==> config.mk <==
export PLATFORM = sky130hd
export DESIGN_NAME = dhmc_dly
export DESIGN_NICKNAME = d
export VERILOG_FILES = /design/src/hw/rtl/dhmc_dly.sv
export SDC_FILE = /design/constraint.sdc
export NUM_CORES = 1
export LEC_CHECK = 0
export BUFFER_PORTS_ARGS = -buffer_cell sky130_fd_sc_hd__buf_2
export CORE_MARGIN = 2
export CORE_UTILIZATION = 46
export CTS_BUF_LIST = sky130_fd_sc_hd__clkbuf_2 sky130_fd_sc_hd__clkbuf_4 sky130_fd_sc_hd__clkbuf_8
export DETAILED_ROUTE_END_ITERATION = 16
export PLACE_DENSITY = 0.86
export RECOVER_POWER = 100
export SLEW_MARGIN = 40
export SYNTH_ARGS = -nofsm -noshare
export SYNTH_HDL_FRONTEND = slang
export SYNTH_SLANG_ARGS = --single-unit
==> constraint.sdc <==
create_clock -name clk -period 1.2 [get_ports clk]
set_input_delay 0.36 -clock clk [delete_from_list [all_inputs] [get_ports clk]]
set_output_delay 0.36 -clock clk [all_outputs]
set_load 0.02 [all_outputs]
==> src/hw/rtl/dhmc_dly.sv <==
// Enabled shift line, N stages.
module dhmc_dly #(
  parameter int W = 64,
  parameter int N = 1
) (
  input  logic         clk,
  input  logic         en,
  input  logic [W-1:0] d,
  output logic [W-1:0] q
);

  logic [W-1:0] sr_r [N];

  always_ff @(posedge clk) begin
    if (en) begin
      sr_r[0] <= d;
      for (int i = 1; i < N; i++) begin
        sr_r[i] <= sr_r[i-1];
      end
    end
  end

  assign q = sr_r[N-1];

endmodule

# == After elaboration in Yosys (flattened, before gate mapping) ==
# Memory sizes are Yosys's and may differ from the RTL's.
# Index checks and enable logic that the tools add are counted.
# W data, S select, Z words.
# op_classes
n_mux,2
# op_table
operator,count
$mux W1,2
# totals
output_inout_bits,64
ramBits,64
n_memories,1
register_bits,0
# memory_table
memory,depth,word_bits,read_ports,rd_clocked_by_memory_dff,wr,line_no,text
sr_r,1,64,1,0,1,12,logic [W-1:0] sr_r [N];

# == Longest topological paths before layout ==
# depth
depth_word,2
depth_mapped,0
mapped_depth_nobuf,0

# == Worst setup path after synthesis ==
# No wires, ideal clock.
# synth_path
kind,flip-flop to output port
startpoint,memory sr_r[0][0]
endpoint,output port q[0]
stages_incl_launch_ff,1
arrival_ns,0.449
slack_ns,0.391
cell_sequence,edfxtp_1
# synth_between
elab_chain_len,1
# synth_lines
element,line_no,text
start: declaration,12,
$mem_v2 Z1 W64,-,
end: declaration,9,output logic [W-1:0] q
# Every way passes these cells.

# == Final worst setup path ==
# layout_path
startpoint,memory sr_r[0][24]
endpoint,output port q[24]
# Same word-level chain as after synthesis.

==> results by group <==
Placed design
  – # port buffers: 129
  – Placed cells: about 250
  – Placed cell areas: 0.00267 mm2
  – Routability congestion estimate: approximately 0.65

Finish
  – Finished Cell Area: 0.00316 mm2
  – Most common cell after layout, fill and taps aside: buf_2
  – Area Overhead vs Synth: 64.3%
  – Biggest register: sr_r
  – Register Area: 0.00192 mm2
  – Layout filler cell count: around 210
  – Top Registers: sr_r (64)
  – Final cell count without fillers: roughly 260
  – Utilization after layout: 0.789
  – Layout cells sized above 1: 0.687
  – Number of antenna diodes: 0
  – Nets: about 270
  – Number of flip-flops in the largest register: 64
  – Most frequent cells in the layout: buf_2 (80), edfxtp_1 (64), buf_6 (48)
  – #MultiIn Comb: 0
  – Area occupied by multi-input gates: 0 um2

Power and ir drop
  – Power per cell area: 1710 mW/mm2
  – Internal power: 4.22 mW
  – Peak supply drop: slightly below 1000 uV
  – P_sw: 1.17 mW
  – Sw frac: 0.217
  – Comb pwr share: 0.128
  – Clock share of power: 0.365
  – Seq pwr share: 0.508
  – Leak pwr: 1.35 nW

Detailed routing
  – # DRC: 0
  – Routed WL: about 4.5 mm
  – Vias/cell: 4.55
  – Wirelength per Cell: 17.1 um
  – Iteration-0 DRC count of the detailed router: 94
  – Final ANT Viol Nets: 0
  – Via count: 1188
  – DR pass1 iterations: 4

Clock tree
  – Clock buffer depth: 2
  – H-Tree Depth: 3
  – Setup bufs post-CTS: 0
  – TritonCTS Buffers: 9
  – Sink Count: between 60 and 70
  – CTS tree: done
  – Clock-pin transition on the worst setup and hold timing paths: 60 ps
  – Cts-stage hold buffer count: 0
  – Clock root cell: clkbuf_8

GRT
  – First-pass GRT wire length: about 5.2 mm
  – Largest net degree at the start of global routing: 40
  – GRT Overall Usage: 0.170
  – Number of global-route vias before repair: 1128
  – Grt ovf: 0
  – Initial antenna violation count: 0

Worst setup path
  – Crit Path Class: register to primary output
  – WP depth: 1
  – Startpoint types: register
  – Critical Path End Type: primary output
  – CP bufs+invs: 1
  – Cell Chain, Critical Path: buf_6
  – Req. time, crit path: about 840 ps
  – Maximum fanout along the worst path: 1
  – CP peak stage delay: ~420 ps
  – CP delay by family, top: flip-flops
  – Crit-path slowest cell: edfxtp_1
  – Critical Path AT: 900 ps

Logic synthesis
  – Yosys reg bits: 64
  – Syn Std Cell Area: between 0.0015 and 0.002 mm2
  – YS warnings: 0
  – Syn_nets: 130
  – Seq/Total Area, Yosys: 1.00
  – Synth Area per Inst: 30.0 um2
  – Mapped Cells: 64
  – Synth unique cells: 1

Floorplan
  – Core area: 0.00400 mm2
  – Die X-Extent: 68.6 um
  – Die Span Y: just under 70 um
  – Die ar.: 0.00471 mm2
  – Starting Density: 0.480
  – Site Rows: 23
  – Ports: between 100 and 150

Timing
  – Final Critical Period: approximately 1300 ps
  – WHS: 208 ps
  – RSZ-0062 raised after global routing: yes
  – Slew HR: 0.597
  – Endpoints failing hold: 0
  – PnR worst setup slack: -62.7 ps
  – Endpoints failing setup: 56
  – Worst-Margin Slew: 604 ps
  – Final Max Tran Viols: 0
  – Tcrit/Tclk final: 1.05
  – Fmax: 792 MHz
  – Fin Setup TNS: -916 ps

Hold path
  – Hold Crit Depth: 1
  – Tightest Hold Check Type: input pin to register

Run status
  – Failing checks: negative setup slack
  – Status: finished, violations left

Job
  – Max-cap violations: 0
-- final timing paths --
kind	start	endpoint	slack, ps
min	d[48]	sr_r[0][48]$_DFFE_PP_	210
max	sr_r[0][24]$_DFFE_PP_	q[24]	-60
-- cell usage after synthesis --
cell,count,area (um2)
edfxtp_1,64,1920
-- kinds of logic (layout without fill, tap and decap cells) --
group	count (synthesis)	after routing	synth area share
flops	64	64	1.00
buf+inv	0	147	0
-- cell type report --
class	count	share of cell area
flip-flops and latches	64	0.609
repair buffers	131	0.303
clock buffers	12	0.0464
clock inverters	4	0.0218
well taps	50	0.0198
-- per-stage QoR --
stage	power, mW	setup slack, ps
3_5_place_dp	3.30	140
5_1_grt	5.60	-93.9
3_3_place_gp	3.28	154
2_1_floorplan	2.98	391
6_report	5.39	-62.7
4_1_cts	5.32	-68.8
-- metal layers --
layer,share of wire,global-route usage
met1,0.33,0.170
met2,0.56,0.285
met3,0.084,0.0844
met4,0.022,0.0975
met5,0,0
-- power groups by stage --
stage | sequential (mW) | clock (mW) | combinational (mW)
floorplan | 2.98 | 0 | 0
global placement | 2.73 | 0 | 0.544
detailed placement | 2.75 | 0 | 0.558
CTS | 2.71 | 2.01 | 0.604
global route | 2.75 | 2.13 | 0.723
finish | 2.74 | 1.97 | 0.688
-- repair_timing --
| action | 4_1_cts | 5_1_grt |
|---|---|---|
| resized for setup | 30 | 66 |
| endpoints found under the setup margin | 63 | 64 |
| gates cloned | 0 | 0 |
Power figures use the tool's default switching activity.
